--- src/rtl/rsa_pkg.sv ---
// Shared constants, register indexes and state types of the RSA exponentiation engine.
`timescale 1ns / 1ps
`default_nettype none

package rsa_pkg;

   localparam int MOD_BITS_DEF   = 32;
   localparam int PRIME_BITS_DEF = 16;
   localparam int CSR_IDX_BITS   = 3;

   localparam logic [CSR_IDX_BITS-1:0] CSR_PRIME_P     = 3'd0;
   localparam logic [CSR_IDX_BITS-1:0] CSR_PRIME_Q     = 3'd1;
   localparam logic [CSR_IDX_BITS-1:0] CSR_MODULUS     = 3'd2;
   localparam logic [CSR_IDX_BITS-1:0] CSR_PUBLIC_EXP  = 3'd3;
   localparam logic [CSR_IDX_BITS-1:0] CSR_PRIVATE_EXP = 3'd4;
   localparam logic [CSR_IDX_BITS-1:0] CSR_EXP_MOD_P   = 3'd5;
   localparam logic [CSR_IDX_BITS-1:0] CSR_EXP_MOD_Q   = 3'd6;
   localparam logic [CSR_IDX_BITS-1:0] CSR_Q_INVERSE   = 3'd7;

   localparam logic [1:0] OP_ENCRYPT = 2'd0;
   localparam logic [1:0] OP_DECRYPT = 2'd1;
   localparam logic [1:0] OP_CRT     = 2'd2;

   localparam int RST_PRIME_P     = 2;
   localparam int RST_PRIME_Q     = 3;
   localparam int RST_MODULUS     = 6;
   localparam int RST_PUBLIC_EXP  = 17;
   localparam int RST_PRIVATE_EXP = 1;
   localparam int RST_EXP_MOD_P   = 0;
   localparam int RST_EXP_MOD_Q   = 0;
   localparam int RST_Q_INVERSE   = 0;

   typedef enum logic [3:0] {
      ST_IDLE,
      ST_EXP_INIT,
      ST_RED,
      ST_EXP_BIT,
      ST_MUL,
      ST_EXP_END,
      ST_DIFF,
      ST_PROD,
      ST_SUM,
      ST_OUT
   } state_type;

   typedef enum logic [1:0] {
      PH_MAIN,
      PH_P,
      PH_Q,
      PH_B
   } phase_type;

   typedef enum logic [1:0] {
      MK_ACC,
      MK_SQR,
      MK_T
   } mul_kind_type;

endpackage

`default_nettype wire

--- src/rtl/rsa_crt_modexp_engine.sv ---
// Top level of the RSA modular exponentiation engine with plain and CRT decryption.
`timescale 1ns / 1ps
`default_nettype none

// One word in, one word out; the engine takes a new word only after the last result
// has left. Square-and-multiply runs least significant exponent bit first, and each
// modular multiply runs add-and-double on two shared modular adders, one multiplier
// bit per cycle, stopping when the remaining multiplier bits are zero. An
// exponentiation first reduces the base modulo its modulus, then runs up to 2*k
// multiplies for a k-bit exponent; CRT mode runs two exponentiations, mod p and
// mod q, then one reduction of the second result mod p, one multiply mod p and a
// recombination through a product and a sum. Key registers may be written only
// while the engine is idle (csr_ready high).
module rsa_crt_modexp_engine #(
   parameter int MOD_BITS   = rsa_pkg::MOD_BITS_DEF,
   parameter int PRIME_BITS = rsa_pkg::PRIME_BITS_DEF
) (
   input  logic                                  clock,
   input  logic                                  reset,
   input  logic                                  req_valid,
   output logic                                  req_stall,
   input  logic [1:0]                            req_operation,
   input  logic [MOD_BITS-1:0]                   req_value,
   output logic                                  rsp_valid,
   input  logic                                  rsp_stall,
   output logic [MOD_BITS-1:0]                   rsp_result,
   input  logic                                  csr_valid,
   output logic                                  csr_ready,
   input  logic [rsa_pkg::CSR_IDX_BITS-1:0]      csr_index,
   input  logic [((MOD_BITS > PRIME_BITS) ? MOD_BITS : PRIME_BITS)-1:0] csr_wdata
);

   import rsa_pkg::*;

   localparam int W         = (MOD_BITS > PRIME_BITS) ? MOD_BITS : PRIME_BITS;
   localparam int PW        = 2 * PRIME_BITS;
   localparam int SW        = (PW > MOD_BITS) ? PW : MOD_BITS;
   localparam int CNT_BITS  = $clog2(W);

   logic [PRIME_BITS-1:0] prime_p_ff, prime_p_in;
   logic [PRIME_BITS-1:0] prime_q_ff, prime_q_in;
   logic [MOD_BITS-1:0]   modulus_ff, modulus_in;
   logic [MOD_BITS-1:0]   pub_exp_ff, pub_exp_in;
   logic [MOD_BITS-1:0]   priv_exp_ff, priv_exp_in;
   logic [PRIME_BITS-1:0] exp_p_ff, exp_p_in;
   logic [PRIME_BITS-1:0] exp_q_ff, exp_q_in;
   logic [PRIME_BITS-1:0] qinv_ff, qinv_in;

   state_type    state_ff, state_in;
   phase_type    phase_ff, phase_in;
   mul_kind_type kind_ff, kind_in;

   logic [1:0]          op_ff, op_in;
   logic [MOD_BITS-1:0] v_ff, v_in;
   logic [W-1:0]        mod_ff, mod_in;
   logic [W-1:0]        ex_ff, ex_in;
   logic [W-1:0]        base_ff, base_in;
   logic [W-1:0]        acc_ff, acc_in;
   logic [W-1:0]        mx_ff, mx_in;
   logic [W-1:0]        my_ff, my_in;
   logic [W-1:0]        macc_ff, macc_in;
   logic [W-1:0]        rem_ff, rem_in;
   logic [W-1:0]        dvd_ff, dvd_in;
   logic [CNT_BITS-1:0] cnt_ff, cnt_in;
   logic [W-1:0]        m1_ff, m1_in;
   logic [W-1:0]        m2_ff, m2_in;
   logic [W-1:0]        t_ff, t_in;
   logic [PW-1:0]       prod_ff, prod_in;
   logic [MOD_BITS-1:0] res_ff, res_in;

   logic [W-1:0]  la_s;
   logic [W-1:0]  lb_x;
   logic          lb_cin;
   logic [W-1:0]  lb_s;
   logic [W-1:0]  mod_sel;
   logic [W-1:0]  ex_sel;
   logic [W-1:0]  ex_shift;
   logic [W-1:0]  t_val;
   logic [SW-1:0] sum_val;

   rsa_addmod #(.WIDTH(W)) u_lane_a (
      .x   (macc_ff),
      .y   (mx_ff),
      .cin (1'b0),
      .m   (mod_ff),
      .s   (la_s)
   );

   rsa_addmod #(.WIDTH(W)) u_lane_b (
      .x   (lb_x),
      .y   (lb_x),
      .cin (lb_cin),
      .m   (mod_ff),
      .s   (lb_s)
   );

   assign lb_x      = (state_ff == ST_RED) ? rem_ff : mx_ff;
   assign lb_cin    = (state_ff == ST_RED) ? dvd_ff[W-1] : 1'b0;
   assign req_stall = (state_ff != ST_IDLE);
   assign rsp_valid = (state_ff == ST_OUT);
   assign rsp_result = res_ff;
   assign csr_ready = (state_ff == ST_IDLE);

   // key register writes
   always_comb begin
      prime_p_in  = prime_p_ff;
      prime_q_in  = prime_q_ff;
      modulus_in  = modulus_ff;
      pub_exp_in  = pub_exp_ff;
      priv_exp_in = priv_exp_ff;
      exp_p_in    = exp_p_ff;
      exp_q_in    = exp_q_ff;
      qinv_in     = qinv_ff;
      if (csr_valid && csr_ready) begin
         unique case (csr_index)
            CSR_PRIME_P:     prime_p_in  = csr_wdata[PRIME_BITS-1:0];
            CSR_PRIME_Q:     prime_q_in  = csr_wdata[PRIME_BITS-1:0];
            CSR_MODULUS:     modulus_in  = csr_wdata[MOD_BITS-1:0];
            CSR_PUBLIC_EXP:  pub_exp_in  = csr_wdata[MOD_BITS-1:0];
            CSR_PRIVATE_EXP: priv_exp_in = csr_wdata[MOD_BITS-1:0];
            CSR_EXP_MOD_P:   exp_p_in    = csr_wdata[PRIME_BITS-1:0];
            CSR_EXP_MOD_Q:   exp_q_in    = csr_wdata[PRIME_BITS-1:0];
            CSR_Q_INVERSE:   qinv_in     = csr_wdata[PRIME_BITS-1:0];
            default: ;
         endcase
      end
   end

   always_comb begin
      unique case (phase_ff)
         PH_MAIN: begin
            mod_sel = W'(modulus_ff);
            ex_sel  = (op_ff == OP_DECRYPT) ? W'(priv_exp_ff) : W'(pub_exp_ff);
         end
         PH_P: begin
            mod_sel = W'(prime_p_ff);
            ex_sel  = W'(exp_p_ff);
         end
         default: begin
            mod_sel = W'(prime_q_ff);
            ex_sel  = W'(exp_q_ff);
         end
      endcase
   end

   assign ex_shift = ex_ff >> 1;
   assign t_val    = m1_ff - rem_ff + ((m1_ff < rem_ff) ? mod_ff : '0);
   assign sum_val  = SW'(m2_ff) + SW'(prod_ff);

   always_comb begin
      state_in = state_ff;
      phase_in = phase_ff;
      kind_in  = kind_ff;
      op_in    = op_ff;
      v_in     = v_ff;
      mod_in   = mod_ff;
      ex_in    = ex_ff;
      base_in  = base_ff;
      acc_in   = acc_ff;
      mx_in    = mx_ff;
      my_in    = my_ff;
      macc_in  = macc_ff;
      rem_in   = rem_ff;
      dvd_in   = dvd_ff;
      cnt_in   = cnt_ff;
      m1_in    = m1_ff;
      m2_in    = m2_ff;
      t_in     = t_ff;
      prod_in  = prod_ff;
      res_in   = res_ff;

      unique case (state_ff)
         ST_IDLE: begin
            if (req_valid) begin
               op_in = req_operation;
               v_in  = req_value;
               unique case (req_operation) inside
                  OP_ENCRYPT, OP_DECRYPT: begin
                     phase_in = PH_MAIN;
                     state_in = ST_EXP_INIT;
                  end
                  OP_CRT: begin
                     phase_in = PH_P;
                     state_in = ST_EXP_INIT;
                  end
                  default: begin
                     res_in   = '0;
                     state_in = ST_OUT;
                  end
               endcase
            end
         end

         ST_EXP_INIT: begin
            mod_in = mod_sel;
            ex_in  = ex_sel;
            if (ex_sel == '0) begin
               acc_in   = W'(1);
               state_in = ST_EXP_END;
            end else if (mod_sel < W'(2)) begin
               acc_in   = '0;
               state_in = ST_EXP_END;
            end else begin
               acc_in   = W'(1);
               dvd_in   = W'(v_ff);
               rem_in   = '0;
               cnt_in   = CNT_BITS'(W - 1);
               state_in = ST_RED;
            end
         end

         ST_RED: begin
            rem_in = lb_s;
            dvd_in = dvd_ff << 1;
            cnt_in = cnt_ff - CNT_BITS'(1);
            if (cnt_ff == '0) begin
               if (phase_ff == PH_B) begin
                  state_in = ST_DIFF;
               end else begin
                  base_in  = lb_s;
                  state_in = ST_EXP_BIT;
               end
            end
         end

         ST_EXP_BIT: begin
            if (ex_ff == '0) begin
               state_in = ST_EXP_END;
            end else if (ex_ff[0]) begin
               mx_in    = base_ff;
               my_in    = acc_ff;
               macc_in  = '0;
               kind_in  = MK_ACC;
               state_in = ST_MUL;
            end else begin
               ex_in = ex_shift;
               if (ex_shift == '0) begin
                  state_in = ST_EXP_END;
               end else begin
                  mx_in    = base_ff;
                  my_in    = base_ff;
                  macc_in  = '0;
                  kind_in  = MK_SQR;
                  state_in = ST_MUL;
               end
            end
         end

         ST_MUL: begin
            if (my_ff == '0) begin
               unique case (kind_ff)
                  MK_ACC: begin
                     acc_in   = macc_ff;
                     ex_in    = {ex_ff[W-1:1], 1'b0};
                     state_in = ST_EXP_BIT;
                  end
                  MK_SQR: begin
                     base_in  = macc_ff;
                     state_in = ST_EXP_BIT;
                  end
                  default: begin
                     t_in     = macc_ff;
                     state_in = ST_PROD;
                  end
               endcase
            end else begin
               if (my_ff[0]) begin
                  macc_in = la_s;
               end
               mx_in = lb_s;
               my_in = my_ff >> 1;
            end
         end

         ST_EXP_END: begin
            unique case (phase_ff)
               PH_MAIN: begin
                  res_in   = acc_ff[MOD_BITS-1:0];
                  state_in = ST_OUT;
               end
               PH_P: begin
                  m1_in    = acc_ff;
                  phase_in = PH_Q;
                  state_in = ST_EXP_INIT;
               end
               PH_Q: begin
                  m2_in = acc_ff;
                  if (W'(prime_p_ff) < W'(2)) begin
                     t_in     = '0;
                     state_in = ST_PROD;
                  end else begin
                     mod_in   = W'(prime_p_ff);
                     dvd_in   = acc_ff;
                     rem_in   = '0;
                     cnt_in   = CNT_BITS'(W - 1);
                     phase_in = PH_B;
                     state_in = ST_RED;
                  end
               end
               default: state_in = ST_IDLE;
            endcase
         end

         ST_DIFF: begin
            mx_in    = t_val;
            my_in    = W'(qinv_ff);
            macc_in  = '0;
            kind_in  = MK_T;
            state_in = ST_MUL;
         end

         ST_PROD: begin
            prod_in  = PW'(t_ff[PRIME_BITS-1:0]) * PW'(prime_q_ff);
            state_in = ST_SUM;
         end

         ST_SUM: begin
            res_in   = sum_val[MOD_BITS-1:0];
            state_in = ST_OUT;
         end

         ST_OUT: begin
            if (!rsp_stall) begin
               state_in = ST_IDLE;
            end
         end

         default: state_in = ST_IDLE;
      endcase
   end

   always_ff @(posedge clock) begin
      if (reset) begin
         state_ff    <= ST_IDLE;
         phase_ff    <= PH_MAIN;
         kind_ff     <= MK_ACC;
         prime_p_ff  <= PRIME_BITS'(RST_PRIME_P);
         prime_q_ff  <= PRIME_BITS'(RST_PRIME_Q);
         modulus_ff  <= MOD_BITS'(RST_MODULUS);
         pub_exp_ff  <= MOD_BITS'(RST_PUBLIC_EXP);
         priv_exp_ff <= MOD_BITS'(RST_PRIVATE_EXP);
         exp_p_ff    <= PRIME_BITS'(RST_EXP_MOD_P);
         exp_q_ff    <= PRIME_BITS'(RST_EXP_MOD_Q);
         qinv_ff     <= PRIME_BITS'(RST_Q_INVERSE);
      end else begin
         state_ff    <= state_in;
         phase_ff    <= phase_in;
         kind_ff     <= kind_in;
         prime_p_ff  <= prime_p_in;
         prime_q_ff  <= prime_q_in;
         modulus_ff  <= modulus_in;
         pub_exp_ff  <= pub_exp_in;
         priv_exp_ff <= priv_exp_in;
         exp_p_ff    <= exp_p_in;
         exp_q_ff    <= exp_q_in;
         qinv_ff     <= qinv_in;
      end
   end

   always_ff @(posedge clock) begin
      op_ff   <= op_in;
      v_ff    <= v_in;
      mod_ff  <= mod_in;
      ex_ff   <= ex_in;
      base_ff <= base_in;
      acc_ff  <= acc_in;
      mx_ff   <= mx_in;
      my_ff   <= my_in;
      macc_ff <= macc_in;
      rem_ff  <= rem_in;
      dvd_ff  <= dvd_in;
      cnt_ff  <= cnt_in;
      m1_ff   <= m1_in;
      m2_ff   <= m2_in;
      t_ff    <= t_in;
      prod_ff <= prod_in;
      res_ff  <= res_in;
   end

   a_busy_after_accept: assert property (@(posedge clock) disable iff (reset)
      req_valid && !req_stall |=> req_stall)
      else $error("engine took a second word while busy");

   a_mul_operands_reduced: assert property (@(posedge clock) disable iff (reset)
      (state_ff == ST_MUL) |-> (macc_ff < mod_ff) && (mx_ff < mod_ff))
      else $error("multiply operand not reduced");

   a_red_remainder: assert property (@(posedge clock) disable iff (reset)
      (state_ff == ST_RED) |-> (rem_ff < mod_ff) && (mod_ff >= W'(2)))
      else $error("reduction remainder out of range");

   a_exp_operands_reduced: assert property (@(posedge clock) disable iff (reset)
      (state_ff == ST_EXP_BIT) |-> (acc_ff < mod_ff) && (base_ff < mod_ff))
      else $error("exponentiation operand not reduced");

endmodule

`default_nettype wire

--- src/rtl/rsa_addmod.sv ---
// Modular add lane: (x + y + cin) mod m for x, y below m.
`timescale 1ns / 1ps
`default_nettype none

module rsa_addmod #(
   parameter int WIDTH = rsa_pkg::MOD_BITS_DEF
) (
   input  logic [WIDTH-1:0] x,
   input  logic [WIDTH-1:0] y,
   input  logic             cin,
   input  logic [WIDTH-1:0] m,
   output logic [WIDTH-1:0] s
);

   logic [WIDTH:0] sum;
   logic [WIDTH:0] diff;

   always_comb begin
      sum  = {1'b0, x} + {1'b0, y} + {{WIDTH{1'b0}}, cin};
      diff = sum - {1'b0, m};
      s    = (sum >= {1'b0, m}) ? diff[WIDTH-1:0] : sum[WIDTH-1:0];
   end

endmodule

`default_nettype wire
--- config.mk ---
export PLATFORM = sky130hd
export DESIGN_NAME = rsa_crt_modexp_engine
export DESIGN_NICKNAME = d
export VERILOG_FILES = /design/src/rtl/rsa_pkg.sv /design/src/rtl/rsa_crt_modexp_engine.sv /design/src/rtl/rsa_addmod.sv
export SDC_FILE = /design/constraint.sdc
export NUM_CORES = 2
export LEC_CHECK = 0
export BUFFER_PORTS_ARGS = -buffer_cell sky130_fd_sc_hd__buf_2
export CELL_PAD_IN_SITES_DETAIL_PLACEMENT = 2
export CELL_PAD_IN_SITES_GLOBAL_PLACEMENT = 2
export CORE_ASPECT_RATIO = 2
export CORE_UTILIZATION = 33
export CTS_CLUSTER_SIZE = 30
export DETAILED_ROUTE_END_ITERATION = 12
export MAX_ROUTING_LAYER = met4
export PLACE_DENSITY_LB_ADDON = 0.2
export SLEW_MARGIN = 20
export SYNTH_ARGS = -nofsm -noshare
export SYNTH_HDL_FRONTEND = slang
export SYNTH_SLANG_ARGS = --single-unit
--- constraint.sdc ---
create_clock -name clock -period 17.2 [get_ports clock]
set_input_delay 0.86 -clock clock [delete_from_list [all_inputs] [get_ports clock]]
set_output_delay 0.86 -clock clock [all_outputs]
set_load 0.01 [all_outputs]
==> flow_summary.yaml <==
run_status:
  status: "finished, final reports clean"
drt:
  vias_per_cell: 5.51
  wl_per_cell_um: 28.1
  drt-initial-drc-count: 1575
  drc: 0
  detail-route-antenna-nets: 0
  vias: 36346
  wl_mm: 186
  first_pass_iters: 7
power:
  max-vdd-ir-drop_v: 0.0000751
  leakage_nw: 20.8
  p_per_area_mw_per_mm2: 170
worst_setup_path:
  required_ns: 17.63
  cp_max_fo: 19
  path_cells: "nand2_1 > fa_1 > fa_1 > fa_1 > inv_1 > fa_1 > fa_1 > inv_1 > fa_1 > inv_1 > ha_1 > a21o_1 > a21o_1 > a21oi_1 > nor3b_1 > o211ai_1 > a41oi_1 > nor3_1 > o31a_1 > nor2_1 > xnor2_1"
  critPathMaxStageDelay_ns: 0.93
  startpoint: "prime_q_ff[1]"
  r2r-start: "prime_q_ff[1]"
  cp-end-kind: "flip-flop"
  worstSetupStartpointType: "flip-flop"
  endpoint: "prod_ff[30]"
  r2r_setup_slack_ns: 9.97
  path_common_cell: "fa_1"
  worst-setup-path-type: "flip-flop to flip-flop"
  reg2reg_depth: 21
  r2r-end: "prod_ff[30]"
  slowest_stage: "dfxtp_1"
  arrival_ns: 7.67
clock_network:
  root_buffer: "clkbuf_16"
  holdBufCountCts: 0
  ctsResizeCount: 0
  cts.clk_slew.worst_paths_ns: 0.06
  htreeDepth: 3
  clkSinkCount: 655
  insertion_delay_ns: 0.71
  cts_max_path_buffers: 3
  post-cts-setup-buffers: 0
  cts_made_buffers: 71
  cts_tree: "built"
finish:
  final_common_cell: "nand2_1"
  drive_gt1_share_pct: 7.27
  fillers: 14888
  final_cell_mix: "807 x nand2_1, 471 x edfxtp_1, 440 x inv_1"
  multiInputGateArea_sq_mm: 0.0251
  areaGrowthSynthToFinish_pct: 10.3
  seq_area_sq_mm: 0.0178
  nNetsFinal: 5396
floorplanning:
  die_w_um: 264
  pin_count: 109
  start_util_pct: 33.2
  std_cell_rows: 192
  die_h_um: 527
  die_area_sq_mm: 0.139
  coreArea_sq_mm: 0.137
timing:
  slew_viol_final: 0
  tightest_slew_ns: 1.05
  rsz0062_at_grt: "no"
  fmax_ghz: 0.138
  final.setup.tns_ns: 0
  final.min_clock_period_ns: 7.23
  fin_skew_ns: 0.0471
  setup_viol: 0
  hold_viol: 0
  setup_ws_ns: 9.97
  max_slew_margin_pct: 29.0
  fin_crit_sh_pct: 42.1
placement:
  io_buffers: 108
  place_ws_ns: 9.97
  hpwl_mm: 146
  gp_congestion: 0.932
job:
  cap_viol_max_count: 0
logic_synthesis:
  synth_nets: 5395
  seq_area_frac_synth_pct: 39.2
  synth_cell_types: 98
  ys_ff_latch: 655
  ys_warn_count: 0
  syn_area_per_cell_sq_um: 9.47
  synth_cells: 4797
  syn-cell-area_sq_mm: 0.0454
  synth_edf_count: 471
  async_flop_share_pct: 0
  synth_ff_type: "edfxtp_1"
global_routing:
  grt_max_degree: 104
  antenna_found_initial: 2
  grt.overflow.total: 0
  grt_pass1_vias: 40850
  grt_pass1_wl_mm: 273
  track_usage_pct: 27.6
worst_hold_path:
  hp-class: "input pin to flip-flop"
[synthesized netlist by cell type (all sizes together) (15+ instances only)]
| library cell | number | area share (%) |
|---|---|---|
| nand2 | 811 | 6.7 |
| edfxtp | 471 | 31 |
| inv | 440 | 3.6 |
| a21oi | 404 | 4.5 |
| ha | 295 | 8.1 |
| o21ai | 235 | 2.6 |
| fa | 229 | 10 |
| nor2 | 217 | 1.8 |
| clkbuf | 206 | 1.7 |
| dfxtp | 184 | 8.1 |
| and2 | 145 | 2.0 |
| mux2i | 141 | 3.1 |
| xnor2 | 114 | 2.2 |
| nand3 | 94 | 1.0 |
| a21o | 91 | 1.5 |
| and3 | 70 | 0.96 |
| nor3 | 50 | 0.56 |
| xor2 | 49 | 0.94 |
| nor4 | 46 | 0.65 |
| a211oi | 41 | 0.69 |
| buf | 37 | 0.58 |
| o21bai | 36 | 0.59 |
| nor2b | 33 | 0.46 |
| o21a | 33 | 0.55 |
| a22oi | 29 | 0.48 |
| nand4 | 28 | 0.39 |
| a31oi | 24 | 0.36 |
| nand2b | 23 | 0.32 |
| nand3b | 18 | 0.30 |
| o211ai | 16 | 0.32 |
| o31ai | 15 | 0.28 |
[through the flow]
stage | cell area, sq um | hold WS [ns] | instances | power, mW | util, %
after global placement | 47800 | 0.438 | 6471 | 6.84 | 34.9
final | 50100 | 0.336 | 6601 | 8.54 | 36.7
after floorplan | 45400 | 0.433 | 4797 | 5.37 | -
after CTS | 50100 | 0.305 | 6599 | 8.60 | 36.7
after global routing | 50100 | 0.322 | 6601 | 9.01 | 36.7
after detailed placement | 47800 | 0.448 | 6471 | 6.94 | 34.9
[cell families after synthesis]
family / count (synthesis) / synth area share, %
AO/OA/AOI/OAI: 1036 / 14.1
XOR/XNOR: 163 / 3.14
adder cells (fa/ha/maj): 524 / 18.2
buffers and inverters: 684 / 5.94
flip-flops: 655 / 39.2
multiplexers: 151 / 3.35
AND/OR/NAND/NOR: 1584 / 16.0
[routing by layer]
| metal | track usage, % | part of all wire (%) | vias up |
|---|---|---|---|
| met1 | 25.8 | 34 | 18756 |
| met4 | 18.3 | 7.5 | 0 |
| met2 | 52.8 | 56 | 615 |
| li1 | - | - | 16574 |
| met5 | - | 0 | - |
| met3 | 2.37 | 2.1 | 401 |
[power by group]
group / internal (mW) / switching [mW] / leakage [nW]
logic: 1.54 / 2.81 / 13.7
registers: 2.21 / 0.352 / 5.87
clock network: 0.895 / 0.726 / 1.15
total: 4.64 / 3.89 / 20.8
[how the worst min path moves through the flow]
stage	from	end	depth (start not counted)
after global placement	exp_q_ff[10]	exp_q_ff[10]	2
after detailed placement	exp_q_ff[3]	exp_q_ff[3]	2
after CTS	req_value[21]	v_ff[21]	1
after floorplan	exp_q_ff[10]	exp_q_ff[10]	2
after global routing	req_value[21]	v_ff[21]	1
final	req_value[10]	v_ff[10]	1
[worst max-delay path: cells and delay by family (launching register included)]
kind                       cells  cell delay [ns]
adders and majority gates      7             3.46
AOI/OAI and AO/OA              6             1.63
DFF                            1             0.93
and+or+nand+nor                4             0.70
buffers and inverters          3             0.17
xor gates and xnor gates       1             0.08
[final cells by class]
class,instances,share of cell area [%]
Multi-Input combinational cell,3458,50.0
Sequential cell,655,35.6
Tap cell,1746,4.36
Clock buffer,93,3.85
Inverter,441,3.30
Timing Repair Buffer,171,2.03
Clock inverter,35,0.854
Antenna cell,2,0.00998
Note: power is estimated with default switching activity, not from simulation.
